<file path="src/bea_pkg.sv">
// Shared types and constants of the bitmap extent allocator.
package bea_pkg;

    localparam int WORD_BITS = 16;

    typedef struct packed {
        logic       kind;
        logic [4:0] block_count;
        logic [8:0] index_block;
    } t_in;

    typedef struct packed {
        logic       ok;
        logic [8:0] assigned_index;
        logic [8:0] extent_start;
        logic [4:0] extent_length;
        logic       last;
    } t_out;

    localparam logic KIND_ALLOC = 1'b0;
    localparam logic KIND_FREE  = 1'b1;

    typedef enum logic [1:0] {
        OP_ALLOC,
        OP_FREE,
        OP_REJ_ALLOC,
        OP_REJ_FREE
    } t_op;

    typedef struct packed {
        t_op        op;
        logic [4:0] count;
        logic [8:0] idx;
    } t_cmd;

    typedef struct packed {
        logic queue_full;
        logic clearing;
    } t_fe_stat;

endpackage

</file>
<file path="src/bea_front.sv">
// Front end: accepts words and classifies them into queue commands.
module bea_front #(
    parameter int NUM_BLOCKS      = 512,
    parameter int MAX_FILE_BLOCKS = 16
) (
    input  logic              i_in_valid,
    input  bea_pkg::t_in      i_in_data,
    input  bea_pkg::t_fe_stat i_stat,
    output logic              o_in_stall,
    output logic              o_push,
    output bea_pkg::t_cmd     o_cmd
);

    always_comb begin
        o_in_stall = i_stat.queue_full || i_stat.clearing;
        o_push     = i_in_valid && !o_in_stall;
        o_cmd.count = i_in_data.block_count;
        if (i_in_data.kind == bea_pkg::KIND_ALLOC) begin
            o_cmd.idx = '0;
            if (i_in_data.block_count == 5'd0 || int'(i_in_data.block_count) > MAX_FILE_BLOCKS)
            begin
                o_cmd.op = bea_pkg::OP_REJ_ALLOC;
            end else begin
                o_cmd.op = bea_pkg::OP_ALLOC;
            end
        end else begin
            o_cmd.idx = i_in_data.index_block;
            if (int'(i_in_data.index_block) >= NUM_BLOCKS) begin
                o_cmd.op = bea_pkg::OP_REJ_FREE;
            end else begin
                o_cmd.op = bea_pkg::OP_FREE;
            end
        end
    end

endmodule

</file>
<file path="config.mk">
export PLATFORM = sky130hd
export DESIGN_NAME = bea_front
export DESIGN_NICKNAME = d
export VERILOG_FILES = /design/src/bea_pkg.sv /design/src/bea_front.sv
export SDC_FILE = /design/constraint.sdc
export NUM_CORES = 1
export LEC_CHECK = 0
export BUFFER_PORTS_ARGS = -buffer_cell sky130_fd_sc_hd__buf_2
export CORE_AREA = 2 2 39 41
export DETAILED_ROUTE_END_ITERATION = 6
export DIE_AREA = 0 0 41 43
export PLACE_DENSITY_LB_ADDON = 0.3
export SLEW_MARGIN = 20
export SYNTH_ARGS = -nofsm -noshare
export SYNTH_HDL_FRONTEND = slang
export SYNTH_SLANG_ARGS = --single-unit
</file>
<file path="constraint.sdc">
create_clock -name vclk -period 0.8
set_input_delay 0.04 -clock vclk [all_inputs]
set_output_delay 0.04 -clock vclk [all_outputs]
set_load 0.02 [all_outputs]
</file>
==> results by group <==
Job
  – Max Cap Viol: 0

STA
  – TNS Setup: -105 ps
  – Final hold violation count: 0
  – Max Fclk: 1.10 GHz
  – Worst Tran Pin Value: 210 ps
  – Final setup margin: -105 ps
  – Final setup fails: 1
  – Final hold slack: 312 ps
  – Final Max Slew Viols: 0
  – Final period utilization: 1.13
  – Min cycle time layout: 905 ps
  – Slew headroom: 0.859
  – Unrepaired setup endpoints after global routing: yes

Critical path
  – Setup crit end kind: primary output
  – Startpoint Class: primary input
  – Kind of critical path: primary input to primary output
  – WP data arrival: 870 ps
  – Highest net fanout along the worst path: 2
  – CP required: 760 ps

Power
  – Pwr/cell area: 601 mW/mm2
  – Clk pwr share: 0
  – Peak supply drop: 0.167 mV
  – Gate power share: 1.000
  – Int Power: 0.0970 mW
  – Switch Pwr: 0.109 mW
  – Leakage power: 0.208 nW
  – Switching Share: 0.529
  – Power share of the sequential group: 0
  – Final Total Pwr: 0.206 mW

Synth
  – Yosys cell types: 9
  – Syn Std Cell Area: 154 um2
  – Syn nets: 41
  – Synthesis Warnings: 0
  – Syn Inst Count: 23
  – Sequential cell area fraction in the yosys report: 0
  – Mapped Avg Cell Area: 6.69 um2

Floorplanning
  – Area of the core: 0.00138 mm2
  – Row cnt: 14
  – Die Y: 43 um
  – Die footprint: 0.00176 mm2
  – Initial core utilization: 0.111
  – I/O pins: 36
  – Die W: 41 um

CTS
  – Post-CTS Setup Bufs: 0
  – Hold buffer count at CTS: 0

Layout
  – Clock buffer cells: 0
  – Multi-input gate area in the final layout: 113 um2
  – FILL cells: 152
  – Fin area: 343 um2
  – Layout cell share with drive strength beyond 1: 0.755
  – Area grow syn2layout: 123%
  – Final net count: 73
  – Post-route insts no fill: 69
  – Final core utilization: 0.248
  – Leading cell type in the layout, fill and taps excluded: buf_2
  – Most frequent cells in the layout: buf_2 (33), and2_1 (9), buf_6 (3)
  – FFs & Latches: 0
  – # diodes: 0
  – Storage cell area: 0 um2

Route
  – Drt wl/cell: 7.30 um
  – Final ANT Viol Nets: 0
  – Routed vias/inst: 3.54
  – WL final: 504 um
  – Starting DRT DRC Count: 1
  – DRC viols: 0
  – Vias: 244
  – TritonRoute pass-1 iters: 4

Placement
  – Dpl hpwl: 452 um
  – Worst Setup Slack post-DPL: -166 ps
  – Routability cong.: 0.589
  – Port bufs: 36
  – DP Area: 312 um2
  – Placed Cells: 69

Global routing
  – Largest net degree at the start of global routing: 11
  – Grt total ovfl: 0
  – Initial antenna violation count: 0
  – GRT Total Usage: 0.0480
  – Number of global-route vias before repair: 166
  – Global-route wire length before repair: 641 um

Min path
  – Hold WC Path Type: primary input to primary output
  – Worst Hold Path Cells: 2

Outcome
  – Status: finished, violations left
  – Violated checks: negative setup slack
## critical path, cell delays in order
cell    delay (ps)
buf_6          100
nor4_4         270
mux2_4         330
buf_6          130
## layer usage
layer	vias to the layer above	track usage	routed length [um]
li1	125	-	-
met1	101	0.0475	162
met2	18	0.103	271
met3	0	0	70
met4	0	0	0
met5	-	0	0
## final timing paths
check,slack (ps),endpoint,start
max,-110,o_cmd[15],i_in_data[9]
min,310,o_cmd[11],i_in_data[11]
## synthesized netlist by cell type (all sizes together)
master,count,share of area
and2,9,0.37
buf,7,0.33
nor2,2,0.049
inv,1,0.024
mux2,1,0.073
nor2b,1,0.041
nor4,1,0.081
or2,1,0.041
## power groups by stage
stage,Combinational (mW),Sequential [mW],Clock [mW]
after floorplan,0.120,0,0
after global placement,0.188,0,0
after detailed placement,0.190,0,0
after CTS,0.209,0,0
after global routing,0.223,0,0
final,0.206,0,0
## area by class of cell
type | count | area share
Timing Repair Buffer | 37 | 0.602
Tap cell | 16 | 0.0584
Multi-Input combinational cell | 15 | 0.328
Inverter | 1 | 0.0109
## timing repair
action                     CTS  global route
setup endpoints to repair    1             1
hold endpoints to repair     0             0
gates resized for setup      6             0
pin swaps                    1             1
## kinds of logic (layout without fill, tap and decap cells)
| logic type | Yosys count | count (layout) | share of synthesized area |
|---|---|---|---|
| muxes | 1 | 1 | 0.0732 |
| buffers and inverters | 8 | 38 | 0.350 |
| and+or+nand+nor | 14 | 14 | 0.577 |
No activity file was read; power rests on OpenSTA's default activity.
