## config.mk

```make
export PLATFORM = sky130hd
export DESIGN_NAME = bea_queue
export DESIGN_NICKNAME = d
export VERILOG_FILES = /design/src/bea_pkg.sv /design/src/bea_queue.sv
export SDC_FILE = /design/constraint.sdc
export NUM_CORES = 1
export LEC_CHECK = 0
export BUFFER_PORTS_ARGS = -buffer_cell sky130_fd_sc_hd__buf_2
export CAP_MARGIN = 25
export CORE_ASPECT_RATIO = 1.75
export CORE_MARGIN = 8
export CORE_UTILIZATION = 46
export DETAILED_ROUTE_END_ITERATION = 10
export PLACE_DENSITY = 0.68
export SLEW_MARGIN = 10
export SYNTH_ARGS = -nofsm -noshare
export SYNTH_HDL_FRONTEND = slang
export SYNTH_SLANG_ARGS = --single-unit
```

## constraint.sdc

```tcl
create_clock -name i_clk -period 5.04 [get_ports i_clk]
set_input_delay 0.252 -clock i_clk [delete_from_list [all_inputs] [get_ports i_clk]]
set_output_delay 0.252 -clock i_clk [all_outputs]
set_load 0.01 [all_outputs]
```

## src/bea_pkg.sv

```systemverilog
// Shared types and constants of the bitmap extent allocator.
package bea_pkg;

    localparam int WORD_BITS = 16;

    typedef struct packed {
        logic       kind;
        logic [4:0] block_count;
        logic [8:0] index_block;
    } t_in;

    typedef struct packed {
        logic       ok;
        logic [8:0] assigned_index;
        logic [8:0] extent_start;
        logic [4:0] extent_length;
        logic       last;
    } t_out;

    localparam logic KIND_ALLOC = 1'b0;
    localparam logic KIND_FREE  = 1'b1;

    typedef enum logic [1:0] {
        OP_ALLOC,
        OP_FREE,
        OP_REJ_ALLOC,
        OP_REJ_FREE
    } t_op;

    typedef struct packed {
        t_op        op;
        logic [4:0] count;
        logic [8:0] idx;
    } t_cmd;

    typedef struct packed {
        logic queue_full;
        logic clearing;
    } t_fe_stat;

endpackage

```

## src/bea_queue.sv

```systemverilog
// Two-entry command queue between front and back.
module bea_queue (
    input  logic          i_clk,
    input  logic          i_rst_n,
    input  logic          i_push,
    input  bea_pkg::t_cmd i_cmd,
    input  logic          i_pop,
    output logic          o_full,
    output logic          o_vld,
    output bea_pkg::t_cmd o_cmd
);

    bea_pkg::t_cmd r_slot [2];
    logic          r_wp;
    logic          r_rp;
    logic [1:0]    r_cnt;
    logic [1:0]    n_cnt;
    logic          do_push;
    logic          do_pop;

    assign o_full  = (r_cnt == 2'd2);
    assign o_vld   = (r_cnt != 2'd0);
    assign o_cmd   = r_slot[r_rp];
    assign do_push = i_push && !o_full;
    assign do_pop  = i_pop && o_vld;

    always_comb begin
        n_cnt = r_cnt;
        if (do_push && !do_pop) begin
            n_cnt = r_cnt + 2'd1;
        end else if (do_pop && !do_push) begin
            n_cnt = r_cnt - 2'd1;
        end
    end

    always_ff @(posedge i_clk) begin
        if (do_push) begin
            r_slot[r_wp] <= i_cmd;
        end
        if (!i_rst_n) begin
            r_wp  <= 1'b0;
            r_rp  <= 1'b0;
            r_cnt <= 2'd0;
        end else begin
            r_cnt <= n_cnt;
            if (do_push) begin
                r_wp <= ~r_wp;
            end
            if (do_pop) begin
                r_rp <= ~r_rp;
            end
        end
    end

endmodule

```

==> results of run 1 <==
-- synthesized netlist by cell type --
cell type / number / share of area (%)
a21boi_0: 1 / 0.54
a21boi_1: 1 / 0.54
and2_1: 3 / 1.4
and3_1: 1 / 0.45
buf_2: 1 / 0.36
buf_4: 1 / 0.54
dfxtp_1: 5 / 7.2
edfxtp_1: 32 / 69
ha_1: 1 / 0.90
inv_1: 1 / 0.27
inv_2: 1 / 0.27
mux2_2: 16 / 13
nand2b_1: 1 / 0.45
nor2_1: 1 / 0.27
nor3_2: 1 / 0.72
o21a_1: 1 / 0.54
o21ai_0: 1 / 0.36
o21ai_1: 1 / 0.36
or2_2: 1 / 0.45
or3_1: 1 / 0.45
xnor2_1: 2 / 1.3
xor2_1: 1 / 0.63
-- kinds of logic (layout without fill, tap and decap cells) --
kind of cell	after synthesis	after routing	synth area share (%)
XOR/XNOR	3	3	1.89
buffers and inverters	4	48	1.44
flip-flops	37	37	76.3
AND/OR/NAND/NOR	9	9	4.14
AO/OA/AOI/OAI	5	5	2.34
adder cells (fa/ha/maj)	1	1	0.900
multiplexers	16	16	13.0
-- stage by stage --
stage | setup WS (ns) | cell area, µm² | hold slack, ns | utilization, % | power, µW
after floorplan | 3.37 | 1390 | 0.351 | - | 575
after global placement | 3.46 | 1610 | 0.444 | 55.4 | 648
after detailed placement | 3.40 | 1610 | 0.444 | 55.4 | 657
after CTS | 3.15 | 1710 | 0.151 | 59.1 | 896
after global routing | 3.08 | 1710 | 0.146 | 59.1 | 931
final | 3.18 | 1710 | 0.163 | 59.1 | 881
-- worst reg2reg max path: stages (launching register included) --
cell and delay (ns):
dfxtp_1 0.41, nand2b_1 0.18, and3_1 0.67
-- registers in the layout, indices dropped and copies added (netlist names), named ones only --
register  cells
r_slot       32
r_cnt         2
r_wp          1
r_rp          1
-- worst max-delay path by stage --
stage / depth (start not counted) / slack, ns / to
after floorplan: 3 / 3.37 / r_slot[0][0]
after detailed placement: 2 / 3.40 / r_slot[1][5]
after global placement: 2 / 3.46 / r_slot[1][1]
after global routing: 2 / 3.08 / o_cmd[8]
after CTS: 2 / 3.15 / o_cmd[8]
final: 2 / 3.18 / o_cmd[8]
-- power by group --
group	internal [µW]	switching, µW	total [µW]
Clock	146	90.3	236
Combinational	117	106	223
Sequential	388	34.1	422
Total	651	230	881
-- layer usage --
metal | track usage, % | share of wire, % | vias up
met5 | 0 | 0 | -
met4 | 6.88 | 1.3 | 0
met3 | 5.68 | 9.7 | 2
met2 | 17.1 | 53 | 27
met1 | 8.55 | 36 | 376
li1 | - | - | 364
-- layout make-up --
type / count / share of cell area, %
Clock buffer: 6 / 4.24
Clock inverter: 2 / 1.97
Inverter: 2 / 0.439
Multi-Input combinational cell: 34 / 18.1
Sequential cell: 37 / 62.0
Tap cell: 28 / 2.05
Timing Repair Buffer: 38 / 11.3
==> results_dict.tcl, run 1 <==
set metrics [dict create \
    seq_area_um2 1060 \
    path_cells "mux2_2, buf_2" \
    hold_class "in -> reg" \
    final_nets 139 \
    tightest_slew_ns 0.761 \
    ctsResizeCount 0 \
    r2r_start "r_cnt[0]" \
    insertion_delay_ns 0.27 \
    cp_slowest_stage_delay_ns 0.77 \
    avgSynthCellArea_um2 18.5 \
    antenna_found_initial 0 \
    setup_tns_ns 0 \
    holdPathStages 1 \
    setup_viol 0 \
    yosysWarningCount 0 \
    path_buf_inv 1 \
    wl_mm 2.39 \
    clock_path_buffers 2 \
    fmax_ghz 0.539 \
    first_global_vias 854 \
    hpwl_mm 1.78 \
    synth_seq_cells 37 \
    rsz0062_at_grt "no" \
    crit_family "flip-flops" \
    layout_commonest_cell "buf_2" \
    drtPass1Iterations 4 \
    cp_slowest_cell "dfxtp_1" \
    root_buffer "clkbuf_8" \
    crit_type "reg -> out" \
    via_per_inst 5.23 \
    grt-ovfl-total 0 \
    seq_area_frac_synth_pct 76.3 \
    htreeDepth 2 \
    syn_nets 96 \
    drt_iter0_drc 29 \
    fin_crit_sh_pct 36.8 \
    reg2regPathDepth 2 \
    syn-instance-count 75 \
    status "finished clean" \
    route.detailed.drc 0 \
    finalMaxSlewViolations 0 \
    relSlewSlack_pct 49.2 \
    core_area_um2 2900 \
    maxCapViolations 0 \
    arrival_ns 1.60 \
    drive_above_1_share_pct 52.9 \
    end_kind "output port" \
    cts_buffers 5 \
    worstHoldStart "i_cmd[7]" \
    post-place-cells 139 \
    most-common-layout-cells "37 x buf_2, 32 x edfxtp_1, 16 x mux2_2" \
    min_to "r_slot[1][7]" \
    postCtsSetupBuffers 0 \
    cts_tree "done" \
    ant_nets 0 \
    finClkSkew_ns 0.00692 \
    rrSetupSlack_ns 3.41 \
    io_buffers 37 \
    r2r-end "r_slot[1][2]" \
    grt_max_degree 17 \
    worst_ep_required_time_ns 4.79 \
    dieArea_um2 5110 \
    cts_hold_buf 0 \
    powerDensity_nw_per_um2 515 \
    die_y_um 88.7 \
    die-width_um 57.6 \
    multi_input_area_um2 309 \
    area_growth_pct 23.1 \
    start_util_pct 48.0 \
    fillers 232 \
    rows 26 \
    startpoint_type "register" \
    vias 769 \
    diodes 0 \
    globalplace.congestion 0.666 \
    ios 38 \
    grt_pass1_wl_mm 3.70 \
    ir_worst_vdd_mv 0.361 \
    detail_route.wl_per_cell_um 16.3 \
    clock_sinks 37 \
    p_leak_uw 0.000667 \
    clkTransAtPathRegs_ns 0.07 \
    final_cells 147 \
    synth.distinct_cells 22 \
    hold_violations 0 \
    post-route-min-period_ns 1.86 \
    crit_path_max_fanout 16 \
    grt_usage_pct 10.0 \
    synthesis.area_um2 1390 \
]
(Power assumes the default switching activity.)
==> inputs of run 2 (changes only) <==
ABC_AREA = 1   (was not set)
PLACE_DENSITY = 0.71   (was 0.68)
clock period = 1.5 ns   (was 5.04 ns; I/O delays follow)
==> run 2 against run 1 <==
Against the previous run: worst hold slack worse by 0.10 ns; non-clock buffer count up 19; area after synthesis up 4.7%; sequential share of layout area fell by 8.7 points; clock power grew to 2.8 times the previous value; largest power group unchanged; count of clock-buffer cells in the layout increased by 2; highest routed layer unchanged; via count increased by 17%; sequential power grew to 3.3 times the previous value; design area up 17%; clock skew increased by 0.0011 ns; cell count grew 31%.
==> results_dict.tcl, run 2 <==
set metrics [dict create \
    crit_type "reg -> reg" \
    synth_compound_area_share_pct 2.15 \
    fillers 232 \
    status "finished clean" \
    synthMuxAreaShare_pct 15.0 \
    combPwrFrac_pct 32.1 \
    fin_crit_sh_pct 92.1 \
    startpoint_type "register" \
    m1WireLength_um 914 \
    regMostFlops "r_slot" \
    avgSynthCellArea_um2 16.7 \
    yosysTopAreaCell "edfxtp_1" \
    yosys.area.top_type_share_pct 66.0 \
    rsz0062_at_grt "no" \
    synthesis.area_um2 1460 \
    intPower_uw 2180 \
    cts_tree "done" \
    grt-ovfl-total 0 \
    htreeDepth 2 \
    switchingPower_uw 854 \
    setup_viol 0 \
    synthAdderAreaFrac_pct 0.860 \
    hold_class "in -> reg" \
    ios 38 \
    worstHoldStart "i_rst_n" \
    globalplace.congestion 0.600 \
    worst_ep_required_time_ns 1.68 \
    synth.distinct_cells 17 \
    finalMaxSlewViolations 0 \
    io_buffers 37 \
    dr_wl_met2_mm 1.59 \
    hpwl_mm 1.89 \
    grt_usage_pct 10.9 \
    drtPass1Iterations 4 \
    seq_area_frac_synth_pct 72.9 \
    drt_iter0_drc 12 \
    clock_sinks 37 \
    syn-instance-count 87 \
    worstSetupStartpoint "r_cnt[1]" \
    maxCapViolations 0 \
    yosys-top-cells-area "edfxtp_1 66%, mux2_4 10%, dfxtp_1 6.9%" \
    rows 27 \
    pwr-share-seq_pct 45.7 \
    die-width_um 58.5 \
    crit_path_max_fanout 4 \
    wl_met3_um 195 \
    syn_nets 108 \
    synth_top_family_by_area "multiplexers" \
    powerDensity_nw_per_um2 1520 \
    p_total_uw 3030 \
    ant_nets 0 \
    area_growth_pct 37.1 \
    top_layer "met4" \
    fmax_ghz 0.724 \
    root_buffer "clkbuf_8" \
    relSlewSlack_pct 85.9 \
    vias 902 \
    setup_tns_ns 0 \
    pwr-share-clk_pct 22.2 \
    final_area_um2 2000 \
    ir_worst_vdd_mv 1.02 \
    start_util_pct 47.3 \
    drive_above_1_share_pct 45.3 \
    wl_mm 2.76 \
    arrival_ns 1.56 \
    synthArstFlopShare_pct 0 \
    largest_reg_flops 32 \
    insertion_delay_ns 0.28 \
    first_global_vias 1016 \
    top_regs "r_slot (32), r_cnt (2)" \
    end_kind "register" \
    diodes 0 \
    finClkSkew_ns 0.00800 \
    clkTransAtPathRegs_ns 0.06 \
    synth-edff-count 32 \
    tightest_slew_ns 0.211 \
    hold_violations 0 \
    core_area_um2 3070 \
    die_y_um 90.4 \
    cts_buffers 5 \
    switching_share_pct 28.2 \
    grt_pass1_wl_mm 4.28 \
    layout_commonest_cell "buf_2" \
    post-route-min-period_ns 1.38 \
    route.detailed.drc 0 \
    antenna_found_initial 0 \
    detail_route.wl_per_cell_um 14.3 \
    r2r_start "r_cnt[1]" \
    synth_seq_cells 37 \
    synth_simple_gate_area_share_pct 4.90 \
    final_nets 170 \
    placed_area_um2 1720 \
    yosysWarningCount 0 \
    most-common-layout-cells "37 x buf_2, 32 x edfxtp_1, 16 x dlygate4sd3_1" \
    p_leak_uw 0.000813 \
    ys_top_cells_by_count "32 x edfxtp_1, 10 x mux2_4, 9 x nor2_1" \
    clock_path_buffers 2 \
    dieArea_um2 5290 \
    via_per_inst 4.67 \
    grt_max_degree 17 \
    synth_ff_type "edfxtp_1" \
    synthXorXnorAreaFrac_pct 0 \
    synthMostInstantiatedCell "edfxtp_1" \
]
## run 2: layer usage
layer	vias up	GRT usage [%]
li1	435	-
met1	431	7.79
met2	31	21.0
met3	5	4.71
met4	0	6.58
met5	-	0
## run 2: path summary, 6_finish.rpt
| check | endpoint | slack, ns | cells after the start |
|---|---|---|---|
| setup / recovery | r_cnt[1] | 0.12 | 9 |
| hold / removal | r_cnt[1] | 0.06 | 3 |
| setup reg to reg | r_cnt[1] | 0.12 | 9 |
| hold reg to reg | register | 0.53 | 2 |
## run 2: repair_timing
item	CTS	global route
endpoints found under the setup margin	1	1
pin swaps	1	1
buffers inserted	1	0
hold endpoints to repair	32	0
hold buffers	16	0
gates resized for setup	0	3
## run 2: logic make-up after synthesis
group           Yosys count
compound gates            5
fa+ha+maj                 1
buf+inv                  10
flops                    37
mux                      16
simple gates             18
## run 2: final cells by class
type	instances	area, µm²	share of cell area [%]
Clock buffer	8	90.1	4.51
Inverter	8	30.0	1.50
Multi-Input combinational cell	40	345	17.3
Sequential cell	37	1060	53.3
Tap cell	43	53.8	2.70
Timing Repair Buffer	57	413	20.7
## run 2: power groups by stage
stage               clock network [µW]  registers [µW]  logic (µW)
floorplan                            0            1380         602
global placement                     0            1380         855
detailed placement                   0            1400         907
CTS                                702            1380         953
global route                       756            1390        1060
finish                             672            1380         972
## run 2: per-stage QoR
stage               hold slack, ns  std cells  worst slack, ns  utilization, %
detailed placement           0.267        168           0.0146            56.0
floorplan                    0.174         87          -0.0807               -
finish                      0.0587        193            0.118            64.9
global route                0.0505        193           0.0394            64.9
global placement             0.264        168            0.216            56.0
CTS                         0.0533        193           0.0280            64.4
## run 2: critical path, stage by stage, from the launching register on
cell,delay (ns)
dfxtp_2,0.35
inv_1,0.08
o21ai_2,0.15
inv_1,0.11
ha_4,0.29
inv_1,0.06
nand3_1,0.09
nand2_1,0.05
inv_1,0.05
nor2_1,0.04
